===== src/hw/rtl/pnd_fade.sv =====
// three-stage quintic fade curve 6t^5-15t^4+10t^3 in fixed point
`timescale 1ns / 1ps
`default_nettype none
module pnd_fade #(
  parameter int FRAC_BITS = 16
) (
  input  logic                        clk,
  input  logic                        en,
  input  logic [FRAC_BITS-1:0]        t,
  output logic signed [FRAC_BITS+1:0] fade
);
  localparam int F = FRAC_BITS;
  localparam logic signed [F+5:0] C15 = (F+6)'(15 * (2 ** F));
  localparam logic signed [F+5:0] C10 = (F+6)'(10 * (2 ** F));

  logic signed [F:0]     ts;
  logic signed [F+5:0]   a;
  logic signed [2*F+6:0] pa;
  logic signed [2*F+6:0] pa_sh;
  logic [2*F-1:0]        ptt;
  logic [2*F-1:0]        p3;
  logic signed [2*F+6:0] pf;
  logic signed [2*F+6:0] pf_sh;

  logic signed [F+5:0] b1;
  logic [F-1:0]        t2_1;
  logic [F-1:0]        t_1;
  logic signed [F+5:0] b2;
  logic [F-1:0]        t3_2;

  always_comb begin
    ts    = $signed({1'b0, t});
    a     = ($signed({6'b0, t}) <<< 2) + ($signed({6'b0, t}) <<< 1) - C15;
    pa    = ts * a;
    pa_sh = pa >>> F;
    ptt   = t * t;
    p3    = t2_1 * t_1;
    pf    = $signed({1'b0, t3_2}) * b2;
    pf_sh = pf >>> F;
  end

  always_ff @(posedge clk) begin
    if (en) begin
      b1   <= pa_sh[F+5:0] + C10;
      t2_1 <= ptt[2*F-1:F];
      t_1  <= t;
      b2   <= b1;
      t3_2 <= p3[2*F-1:F];
      fade <= pf_sh[F+1:0];
    end
  end
endmodule
`default_nettype wire


===== config.mk =====
export PLATFORM = sky130hd
export DESIGN_NAME = pnd_fade
export DESIGN_NICKNAME = d
export VERILOG_FILES = /design/src/hw/rtl/pnd_fade.sv
export SDC_FILE = /design/constraint.sdc
export NUM_CORES = 2
export LEC_CHECK = 0
export BUFFER_PORTS_ARGS = -buffer_cell sky130_fd_sc_hd__buf_4
export CAP_MARGIN = 20
export CELL_PAD_IN_SITES_DETAIL_PLACEMENT = 1
export CELL_PAD_IN_SITES_GLOBAL_PLACEMENT = 1
export CORE_UTILIZATION = 40
export DETAILED_ROUTE_END_ITERATION = 7
export GPL_TIMING_DRIVEN = 0
export PLACE_DENSITY_LB_ADDON = 0.1
export SYNTH_ARGS = -nofsm -noshare
export SYNTH_HDL_FRONTEND = slang
export SYNTH_SLANG_ARGS = --single-unit

===== constraint.sdc =====
create_clock -name clk -period 26.6 [get_ports clk]
set_input_delay 1.33 -clock clk [delete_from_list [all_inputs] [get_ports clk]]
set_output_delay 1.33 -clock clk [all_outputs]
set_load 0.03 [all_outputs]

==> results.cfg <==
[outcome]
status = finished clean

[timing]
hold_violations = 0
fmax_mhz = 75.17
rsz0062_at_grt = no
maxSlewViolCount = 0
setup_tns_ns = 0
setup_violations = 0
worst-slew-pin-transition_ns = 0.9805
fin_crit_sh = 0.5001
max-slew-margin-rel = 0.3463
clock_skew_ns = 0.03125
period_minus_slack_ns = 13.30

[setup_path]
crit_start = t[1]
reg2reg_slack_ns = 18.44
crit_path_end = b1[21]
crit_fanout = 10
cp_slowest_cell = xnor2_1
worst_path_most_repeated_cell = fa_1
setup.worst_path.start_class = input port
path_class = in -> reg
slowest_delay_ns = 0.71
cp-end-kind = register
crit_arrival_ns = 13.46
r2r_end = fade[17]
required_ns = 26.75
worst-r2r-cell-count = 22
reg2reg_from = b2[14]

[layout]
seqCellArea_mm2 = 0.003303
fillers = 11900
area_growth_pct = 5.507
layout_commonest_cell = inv_1
layout_common_cells = inv_1 (1210), fa_1 (970), nand2_1 (582), ha_1 (423), and2_1 (351)
multi_input_area_mm2 = 0.03321
final_layout_size_suffix_gt1_frac = 0.02061
fin_nets = 5870

[drt]
viasPerCell = 4.921
remaining_drc_errors = 0
drtAntennaViolNets = 0
route.vias.total = 28700
drt_iter0_drc = 1081
drt_first_pass_iters = 5
postRouteWirelength_um = 123200
avgRoutedWirePerCell_um = 21.12

[clock_network]
cts_repair_resize_count = 0
clkTransAtPathRegs_ns = 0.11
cts_root_buf = clkbuf_16
cts_tree = built
cts.sinks = 110
htreeDepth = 3
cts_setup_buffers = 0
cts-buffers-inserted = 9
hold_buffers = 0
clk_path_buf_depth = 2
insertion_delay_ns = 0.42

[synth]
synth_seq_area_share = 0.07931
synth_nets = 5823
synth_seq_cells = 110
syn_inst = 4412
yosys_warnings = 0
synth_ff_type = edfxtp_1
yosysUniqueCellTypes = 76
syn_area_per_cell_um2 = 9.440
syn_area_mm2 = 0.04165
async_flop_share = 0
synth-edff-count = 110

[die]
die_height_um = 324.7
placementRows = 117
start_util = 0.4064
dieWidth_um = 324.7
fp.coreArea_mm2 = 0.1025
ios = 36
die_area_mm2 = 0.1054

[run]
maxCapViolations = 0

[placed_design]
port_buffers = 35
post-dp-hpwl_um = 106100
gp_congestion = 0.8836

[global_route]
grt_pass1_vias = 33230
grt_pass1_wl_um = 196000
antenna_found_initial = 9
grtUsageTotal = 0.2450
globalRouteOverflowTotal = 0
grt_max_degree = 91

[worst_hold_path]
worstHoldPathType = reg -> reg
hold_start = b1[7]
hold_depth = 0
-- metal layers --
layer	vias up	routed length (um)	part of all wire	track usage
met3	132	3000	0.024	0.01655
met2	383	62080	0.50	0.4364
met4	0	3486	0.028	0.06799
met1	15170	54630	0.44	0.3202
met5	-	0	0	0
li1	13010	-	-	-
-- critical path: cells and delay by family --
| kind | cells | cell delay [ns] |
|---|---|---|
| AOI/OAI and AO/OA | 13 | 2.45 |
| buffers and inverters | 9 | 2.34 |
| and+or+nand+nor | 8 | 1.61 |
| muxes | 1 | 0.14 |
| adders and majority gates | 11 | 4.83 |
| xor gates and xnor gates | 1 | 0.71 |
-- cell families (layout without fill, tap and decap cells) --
group / Yosys count / in the layout / synth area share
buffers and inverters: 1367 / 1418 / 0.1234
AND/OR/NAND/NOR: 1184 / 1184 / 0.1365
multiplexers: 22 / 22 / 0.005708
adder cells (fa/ha/maj): 1393 / 1393 / 0.5933
other: 0 / 2 / 0
AO/OA/AOI/OAI: 227 / 227 / 0.03888
XOR/XNOR: 109 / 109 / 0.02292
flip-flops: 110 / 110 / 0.07931
-- metrics by stage --
step,hold slack (ns),util,cell area [um^2],setup slack [ns],std cells
final,0.3919,0.4288,43940,13.30,5833
after global routing,0.4155,0.4288,43940,12.57,5831
after detailed placement,0.4056,0.4260,43650,12.93,5816
after floorplan,0.4003,-,41650,15.87,4412
after CTS,0.3974,0.4288,43940,13.33,5831
after global placement,0.4013,0.4257,43620,12.95,5815
-- worst min path at each step --
| stage | to | slack [ns] |
|---|---|---|
| final | b2[7] | 0.39 |
| after global routing | b2[8] | 0.42 |
| after CTS | b2[7] | 0.40 |
| after detailed placement | b2[19] | 0.41 |
| after global placement | b2[18] | 0.40 |
| after floorplan | b2[0] | 0.40 |
-- cells in the mapped netlist (4+ instances only) --
| cell type | n | area (um^2) |
|---|---|---|
| o21ai_0 | 23 | 115.1 |
| xnor2_1 | 78 | 683.2 |
| nand3_1 | 16 | 80.08 |
| o21bai_1 | 4 | 30.03 |
| nand4_1 | 7 | 43.79 |
| or3_1 | 6 | 37.54 |
| o21a_1 | 15 | 112.6 |
| or2_2 | 11 | 68.82 |
| nand2b_1 | 36 | 225.2 |
| a21oi_1 | 62 | 310.3 |
| a211o_1 | 5 | 43.79 |
| a211oi_1 | 17 | 127.6 |
| fa_1 | 970 | 19420 |
| nor3_1 | 20 | 100.1 |
| inv_1 | 1210 | 4542 |
| and2_1 | 351 | 2196 |
| clkbuf_1 | 148 | 555.5 |
| mux2i_1 | 11 | 110.1 |
| o211ai_1 | 7 | 52.55 |
| xor2_1 | 31 | 271.5 |
| o31a_1 | 5 | 43.79 |
| clkinv_1 | 4 | 15.01 |
| a31oi_1 | 10 | 62.56 |
| nor2b_1 | 19 | 118.9 |
| o211a_1 | 4 | 40.04 |
| and3_1 | 21 | 131.4 |
| nand2_1 | 582 | 2185 |
| o21ai_1 | 5 | 25.02 |
| nor2_1 | 103 | 386.6 |
| ha_1 | 423 | 5293 |
| edfxtp_1 | 110 | 3303 |
| mux2_2 | 10 | 112.6 |
| a21o_1 | 31 | 232.7 |
-- layout make-up --
type                       count  area share
sequential                   110     0.07517
clock buffer                   9    0.005125
clock inverter                 6    0.001310
antenna                        2   0.0001139
timing repair buffer          36    0.006692
buffer                       153     0.01321
multi-input combinational   2935      0.7557
inverter                    1214      0.1037
tap                         1368     0.03895
-- sequential cells by signal, indices dropped and copies added, names as in the netlist --
name / flops
b2: 22
t3_2: 16
t2_1: 16
t_1: 16
fade: 18
b1: 22
Power is not shown: default switching activity piles up to over one toggle a cycle in this logic, so the estimate is an artifact.
