### config.mk
export PLATFORM = sky130hd
export DESIGN_NAME = pnd_lerp
export DESIGN_NICKNAME = d
export VERILOG_FILES = /design/src/hw/rtl/pnd_pkg.sv /design/src/hw/rtl/pnd_lerp.sv
export SDC_FILE = /design/constraint.sdc
export NUM_CORES = 2
export LEC_CHECK = 0
export BUFFER_PORTS_ARGS = -buffer_cell sky130_fd_sc_hd__buf_2
export CORE_MARGIN = 4
export CORE_UTILIZATION = 55
export CTS_BUF_LIST = sky130_fd_sc_hd__clkbuf_16
export DETAILED_ROUTE_END_ITERATION = 6
export HOLD_SLACK_MARGIN = 0.03
export PLACE_DENSITY = 0.72
export SYNTH_ARGS = -nofsm -noshare
export SYNTH_HDL_FRONTEND = slang
export SYNTH_SLANG_ARGS = --single-unit
### constraint.sdc
create_clock -name clk -period 13.4 [get_ports clk]
set_input_delay 2.68 -clock clk [delete_from_list [all_inputs] [get_ports clk]]
set_output_delay 2.68 -clock clk [all_outputs]
set_load 0.03 [all_outputs]
### src/hw/rtl/pnd_pkg.sv
// shared constants for the perlin noise unit: permutation rom, port widths and valid pipeline depth
`timescale 1ns / 1ps
`default_nettype none
package pnd_pkg;

  localparam logic [7:0] PERM [256] = '{
    8'd151, 8'd160, 8'd137, 8'd91, 8'd90, 8'd15, 8'd131, 8'd13,
    8'd201, 8'd95, 8'd96, 8'd53, 8'd194, 8'd233, 8'd7, 8'd225,
    8'd140, 8'd36, 8'd103, 8'd30, 8'd69, 8'd142, 8'd8, 8'd99,
    8'd37, 8'd240, 8'd21, 8'd10, 8'd23, 8'd190, 8'd6, 8'd148,
    8'd247, 8'd120, 8'd234, 8'd75, 8'd0, 8'd26, 8'd197, 8'd62,
    8'd94, 8'd252, 8'd219, 8'd203, 8'd117, 8'd35, 8'd11, 8'd32,
    8'd57, 8'd177, 8'd33, 8'd88, 8'd237, 8'd149, 8'd56, 8'd87,
    8'd174, 8'd20, 8'd125, 8'd136, 8'd171, 8'd168, 8'd68, 8'd175,
    8'd74, 8'd165, 8'd71, 8'd134, 8'd139, 8'd48, 8'd27, 8'd166,
    8'd77, 8'd146, 8'd158, 8'd231, 8'd83, 8'd111, 8'd229, 8'd122,
    8'd60, 8'd211, 8'd133, 8'd230, 8'd220, 8'd105, 8'd92, 8'd41,
    8'd55, 8'd46, 8'd245, 8'd40, 8'd244, 8'd102, 8'd143, 8'd54,
    8'd65, 8'd25, 8'd63, 8'd161, 8'd1, 8'd216, 8'd80, 8'd73,
    8'd209, 8'd76, 8'd132, 8'd187, 8'd208, 8'd89, 8'd18, 8'd169,
    8'd200, 8'd196, 8'd135, 8'd130, 8'd116, 8'd188, 8'd159, 8'd86,
    8'd164, 8'd100, 8'd109, 8'd198, 8'd173, 8'd186, 8'd3, 8'd64,
    8'd52, 8'd217, 8'd226, 8'd250, 8'd124, 8'd123, 8'd5, 8'd202,
    8'd38, 8'd147, 8'd118, 8'd126, 8'd255, 8'd82, 8'd85, 8'd212,
    8'd207, 8'd206, 8'd59, 8'd227, 8'd47, 8'd16, 8'd58, 8'd17,
    8'd182, 8'd189, 8'd28, 8'd42, 8'd223, 8'd183, 8'd170, 8'd213,
    8'd119, 8'd248, 8'd152, 8'd2, 8'd44, 8'd154, 8'd163, 8'd70,
    8'd221, 8'd153, 8'd101, 8'd155, 8'd167, 8'd43, 8'd172, 8'd9,
    8'd129, 8'd22, 8'd39, 8'd253, 8'd19, 8'd98, 8'd108, 8'd110,
    8'd79, 8'd113, 8'd224, 8'd232, 8'd178, 8'd185, 8'd112, 8'd104,
    8'd218, 8'd246, 8'd97, 8'd228, 8'd251, 8'd34, 8'd242, 8'd193,
    8'd238, 8'd210, 8'd144, 8'd12, 8'd191, 8'd179, 8'd162, 8'd241,
    8'd81, 8'd51, 8'd145, 8'd235, 8'd249, 8'd14, 8'd239, 8'd107,
    8'd49, 8'd192, 8'd214, 8'd31, 8'd181, 8'd199, 8'd106, 8'd157,
    8'd184, 8'd84, 8'd204, 8'd176, 8'd115, 8'd121, 8'd50, 8'd45,
    8'd127, 8'd4, 8'd150, 8'd254, 8'd138, 8'd236, 8'd205, 8'd93,
    8'd222, 8'd114, 8'd67, 8'd29, 8'd24, 8'd72, 8'd243, 8'd141,
    8'd128, 8'd195, 8'd78, 8'd66, 8'd215, 8'd61, 8'd156, 8'd180
  };

  localparam int COORD_W = 24;
  localparam int NOISE_W = 17;
  localparam int LATENCY = 8;

endpackage
`default_nettype wire

### src/hw/rtl/pnd_lerp.sv
// four-stage bilinear blend, output scaling and clamp
`timescale 1ns / 1ps
`default_nettype none
module pnd_lerp #(
  parameter int FRAC_BITS = 16
) (
  input  logic                        clk,
  input  logic                        en,
  input  logic signed [FRAC_BITS+1:0] u,
  input  logic signed [FRAC_BITS+1:0] v,
  input  logic signed [FRAC_BITS+2:0] g_aa,
  input  logic signed [FRAC_BITS+2:0] g_ab,
  input  logic signed [FRAC_BITS+2:0] g_ba,
  input  logic signed [FRAC_BITS+2:0] g_bb,
  output logic [pnd_pkg::NOISE_W-1:0] noise_value
);
  import pnd_pkg::*;
  localparam int F = FRAC_BITS;
  localparam int SHR = (F >= 15) ? F - 15 : 0;
  localparam int SHL = (F >= 15) ? 0 : 15 - F;
  localparam logic signed [F+6:0] ONE = (F+7)'(2 ** F);
  localparam logic signed [31:0] RMAX = 32'sd65536;

  logic signed [F+3:0]   da;
  logic signed [F+3:0]   db;
  logic signed [2*F+5:0] pa;
  logic signed [2*F+5:0] pb;
  logic signed [2*F+5:0] pa_sh;
  logic signed [2*F+5:0] pb_sh;
  logic signed [F+5:0]   d2;
  logic signed [2*F+7:0] p2;
  logic signed [2*F+7:0] p2_sh;
  logic signed [F+6:0]   q;
  logic signed [31:0]    qe;
  logic signed [31:0]    r;

  logic signed [F+3:0] pa1;
  logic signed [F+3:0] pb1;
  logic signed [F+2:0] ga1;
  logic signed [F+2:0] gb1;
  logic signed [F+1:0] v1;
  logic signed [F+4:0] x1;
  logic signed [F+4:0] x2;
  logic signed [F+1:0] v2;
  logic signed [F+5:0] p3;
  logic signed [F+4:0] x1_3;

  always_comb begin
    da    = g_ba - g_aa;
    db    = g_bb - g_ab;
    pa    = u * da;
    pb    = u * db;
    pa_sh = pa >>> F;
    pb_sh = pb >>> F;
    d2    = x2 - x1;
    p2    = v2 * d2;
    p2_sh = p2 >>> F;
    q     = x1_3 + p3 + ONE;
    qe    = 32'(q);
    r     = (qe >>> SHR) <<< SHL;
  end

  always_ff @(posedge clk) begin
    if (en) begin
      pa1  <= pa_sh[F+3:0];
      pb1  <= pb_sh[F+3:0];
      ga1  <= g_aa;
      gb1  <= g_ab;
      v1   <= v;
      x1   <= ga1 + pa1;
      x2   <= gb1 + pb1;
      v2   <= v1;
      p3   <= p2_sh[F+5:0];
      x1_3 <= x1;
      if (r < 0) begin
        noise_value <= '0;
      end else if (r > RMAX) begin
        noise_value <= NOISE_W'(RMAX);
      end else begin
        noise_value <= r[NOISE_W-1:0];
      end
    end
  end
endmodule
`default_nettype wire

==> results.txt <==
----------------------------------------------------
[Run status]
  Result of the run ... finished clean

[Hold path]
  Hold path depth ... 0
  Start point of the worst hold path ... v1[2]$_DFFE_PP_
  Terminating pin of the worst hold path ... v2[2]$_DFFE_PP_
  Hold/Removal Path Class ... reg -> reg

[GRT]
  Global-route wire length before repair ... between 200 and 250 mm
  Via count of the first global-routing pass ... just under 40000
  Total GRT Usage ... roughly 27%
  Antenna violations before repair ... 3
  Maximum number of pins on one net before global-route repair ... between 70 and 80
  Total global routing overflow ... 0

[STA]
  Share of the clock period used by the worst path after layout ... 88.2%
  Max Clock Skew ... between 20 and 25 ps
  Summed negative setup slack over all endpoints ... 0 ps
  RSZ-0062 raised after global routing ... no
  Maximum clock frequency ... ~0.085 GHz
  Endpoints failing setup ... 0
  Worst-case headroom to the max-slew limit ... a little under a third
  Number of hold violations in the final report ... 0
  Fin. max-slew vios ... 0
  Transition time at the pin with the least slew margin ... 1040 ps
  Clock period minus worst slack ... 11820 ps

[Logic synthesis]
  Leading cell types by total area after synthesis ... sky130_fd_sc_hd__fa_1, sky130_fd_sc_hd__edfxtp_1, sky130_fd_sc_hd__ha_1
  Synthesized instance count ... between 5000 and 6000
  Dominant register cell in the synthesized netlist ... sky130_fd_sc_hd__edfxtp_1
  Library cell with the largest summed area after synthesis ... sky130_fd_sc_hd__fa_1
  Commonest cells post-synth ... sky130_fd_sc_hd__inv_1, sky130_fd_sc_hd__fa_1, sky130_fd_sc_hd__nand2_1, sky130_fd_sc_hd__and2_1, sky130_fd_sc_hd__ha_1
  Post-synth cell types ... 73
  Number of storage elements in the synthesis netlist ... 216
  Share of synthesized registers carrying an async set or reset ... 0%
  Syn_area_per_cell ... 9.62 um2
  Share of the synthesized area in the top cell type ... roughly 42%
  Most used standard cell by instance count after synthesis ... sky130_fd_sc_hd__inv_1
  Post-synth design cell area ... between 0.05 and 0.06 mm2
  Total nets after synthesis ... 6807
  Count of synthesis-stage warnings from yosys ... 0
  Number of enable-type register cells in the synthesized netlist ... 216
  Portion of the post-synthesis area used by sequential elements ... between 10% and 20%

[Floorplanning]
  IO Pins ... roughly 130
  Die Outline Area ... a little under 0.1 mm2
  Die height ... slightly above 300 um
  Horizontal extent of the die ... between 300 and 400 um
  Initial Util ... approximately 56%
  Std-Cell Rows ... 110
  Total core area ... about 0.09 mm2

[Setup path]
  Buffer and inverter count on the worst path ... 8
  Critical path arrival ... between 10000 and 15000 ps
  Launch point of the worst reg-to-reg path ... x1[0]$_DFFE_PP_
  Max FO, Critical Path ... 10
  Slowest cell on the critical path ... sky130_fd_sc_hd__o22ai_1
  Cell type group with the largest total delay on the critical path ... compound AO/OA/AOI/OAI gates
  R2R cell count ... 32
  Sort of element at the start of the critical path ... primary input
  Cell repeated most along the worst path ... sky130_fd_sc_hd__inv_1
  Required time worst endpoint ... approximately 14000 ps
  Crit-path max cell delay ... ~700 ps
  Start-to-end type of the worst setup path ... in -> reg
  Setup crit end kind ... flop
  Worst R2R Setup Slack ... 3710 ps
  End of the worst register-to-register path ... p3[21]$_DFFE_PP_

[Routing]
  Wire length the detailed router placed on met1 ... between 40 and 50 mm
  Detail-routed net length per standard cell ... between 15 and 20 um
  Highest routing layer actually used ... met5
  Number of remaining DRC errors ... 0
  Vias post-DR ... approximately 35000
  Iteration-0 DRC count of the detailed router ... 2072
  DRT Wirelength ... 122 mm
  ANT nets after route ... 0
  Routed vias/inst ... between 5 and 6
  Detailed-routing iteration count for the pre-antenna-repair pass ... 5
  Met3 routed WL ... 9.79 mm
  Routed met2 length ... approximately 60 mm

[Place]
  HPWL after detailed placement ... slightly below 100 mm
  Placer Congestion ... approximately 0.89
  Buffers added on ports ... 130

[Clock network]
  Num CTS Buffers ... 25
  H-tree depth ... 1
  Clk Latency, worst-skew pair ... slightly below 600 ps
  Hold buffer count at cts ... 0
  Resized cells post-CTS ... 0
  Post-CTS Setup Inserts ... 0
  Number of sinks driven by the clock tree ... ~220
  Buffer levels on the longest clock path ... 3
  Clock root buffer ... sky130_fd_sc_hd__clkbuf_16
  TritonCTS clock tree ... done
  Clock transition at the register clock pins on the worst setup and hold paths after CTS ... about 80 ps

[Run]
  Max-cap violations ... 0

[Layout]
  Total number of nets in the final design ... between 6000 and 7000
  Fill cell total of the finished layout ... between 7000 and 8000
  Share of final-layout standard cells stronger than drive strength 1 ... under 10%
  Area grow syn2layout ... 5.90%

----------------------------------------------------
[cell families (layout without fill, tap and decap cells)]
logic type / count (synthesis) / in the layout / share of synthesized area (%)
muxes: 4 / 4 / 0.0848
buffers and inverters: 1458 / 1534 / 10.9
DFF: 216 / 216 / 12.9
xor gates and xnor gates: 194 / 194 / 3.47
AOI/OAI and AO/OA: 395 / 395 / 5.16
adders and majority gates: 1476 / 1476 / 52.7
and+or+nand+nor: 1476 / 1476 / 14.8
other: 0 / 1 / 0
[worst reg2reg max path: cells and delay by family (launching register included)]
kind                       cells  cell delay, ps
AOI/OAI and AO/OA             13            3550
adders and majority gates      9            4060
xor gates and xnor gates       2             430
buffers and inverters          5             420
DFF                            1             420
and+or+nand+nor                3             540
[how the worst max path moves through the flow]
stage                     depth (start not counted)           endpoint  slack [ps]     from
after detailed placement                         37  pb1[19]$_DFFE_PP_        1060  g_bb[0]
after floorplan                                  36  pb1[19]$_DFFE_PP_        2090  g_ab[1]
after CTS                                        37  pb1[19]$_DFFE_PP_        1670  g_bb[0]
final                                            37  pb1[19]$_DFFE_PP_        1580  g_bb[0]
after global placement                           37  pb1[19]$_DFFE_PP_        1200  g_bb[0]
after global routing                             37  pb1[19]$_DFFE_PP_        1040  g_bb[0]
[placed cells by master, fill, tap and decap left out, drive strengths merged, types with 4 or more instances in the layout]
master / Yosys / routed
nand2b: 50 / 50
ha: 413 / 413
inv: 1285 / 1292
a311oi: 5 / 5
o21bai: 6 / 6
a21oi: 106 / 106
a211o: 4 / 4
a31oi: 11 / 11
fa: 1061 / 1061
and3: 11 / 11
nor4: 6 / 6
a31o: 5 / 5
clkinv: 1 / 7
a21o: 63 / 63
nor2: 168 / 168
edfxtp: 216 / 216
nor3: 35 / 35
and2: 489 / 489
o31ai: 8 / 8
o31a: 4 / 4
o21a: 32 / 32
o211ai: 11 / 11
nand4: 10 / 10
nand2: 551 / 551
or2: 6 / 6
xnor2: 143 / 143
bufinv: 0 / 5
o21ai: 85 / 85
or3: 12 / 12
a211oi: 18 / 18
nand3: 31 / 31
xor2: 48 / 48
a21boi: 9 / 9
nor2b: 93 / 93
clkbuf: 171 / 25
buf: 1 / 204
[layout make-up]
class | count | area [um2] | share of cell area (%)
diodes | 1 | 2.50 | 0.00471
clock buffers | 25 | 626 | 1.18
clock inverters | 19 | 248 | 0.466
inverters | 1286 | 4830 | 9.08
multi-input cells | 3545 | 38300 | 72.0
flip-flops and latches | 216 | 6490 | 12.2
well taps | 1176 | 1470 | 2.77
repair buffers | 204 | 1220 | 2.29
[metal layers]
layer	vias to the layer above	track usage [%]
met4	4	8.55
met2	1224	46.5
met5	-	0
li1	15700	-
met3	278	4.72
met1	17800	34.6
[flip-flops by register name (all words and copies together) (netlist names)]
signal and count:
x1 21, ga1 19, v2 18, gb1 19, pb1 20, v1 18, p3 22, noise_value 17
x1_3 21, x2 21, pa1 20
[stage by stage]
| stage | instances | area [um2] | util [%] | hold WS (ps) | worst slack [ps] |
|---|---|---|---|---|---|
| floorplan | 5219 | 50200 | - | 400 | 2090 |
| global placement | 6427 | 52300 | 57.9 | 404 | 1200 |
| detailed placement | 6427 | 52300 | 57.9 | 405 | 1060 |
| CTS | 6471 | 53100 | 58.9 | 419 | 1670 |
| global route | 6472 | 53100 | 58.9 | 427 | 1040 |
| finish | 6472 | 53100 | 58.9 | 417 | 1580 |
Power is not shown: default switching activity piles up to over one toggle a cycle in this logic, so the estimate is an artifact.
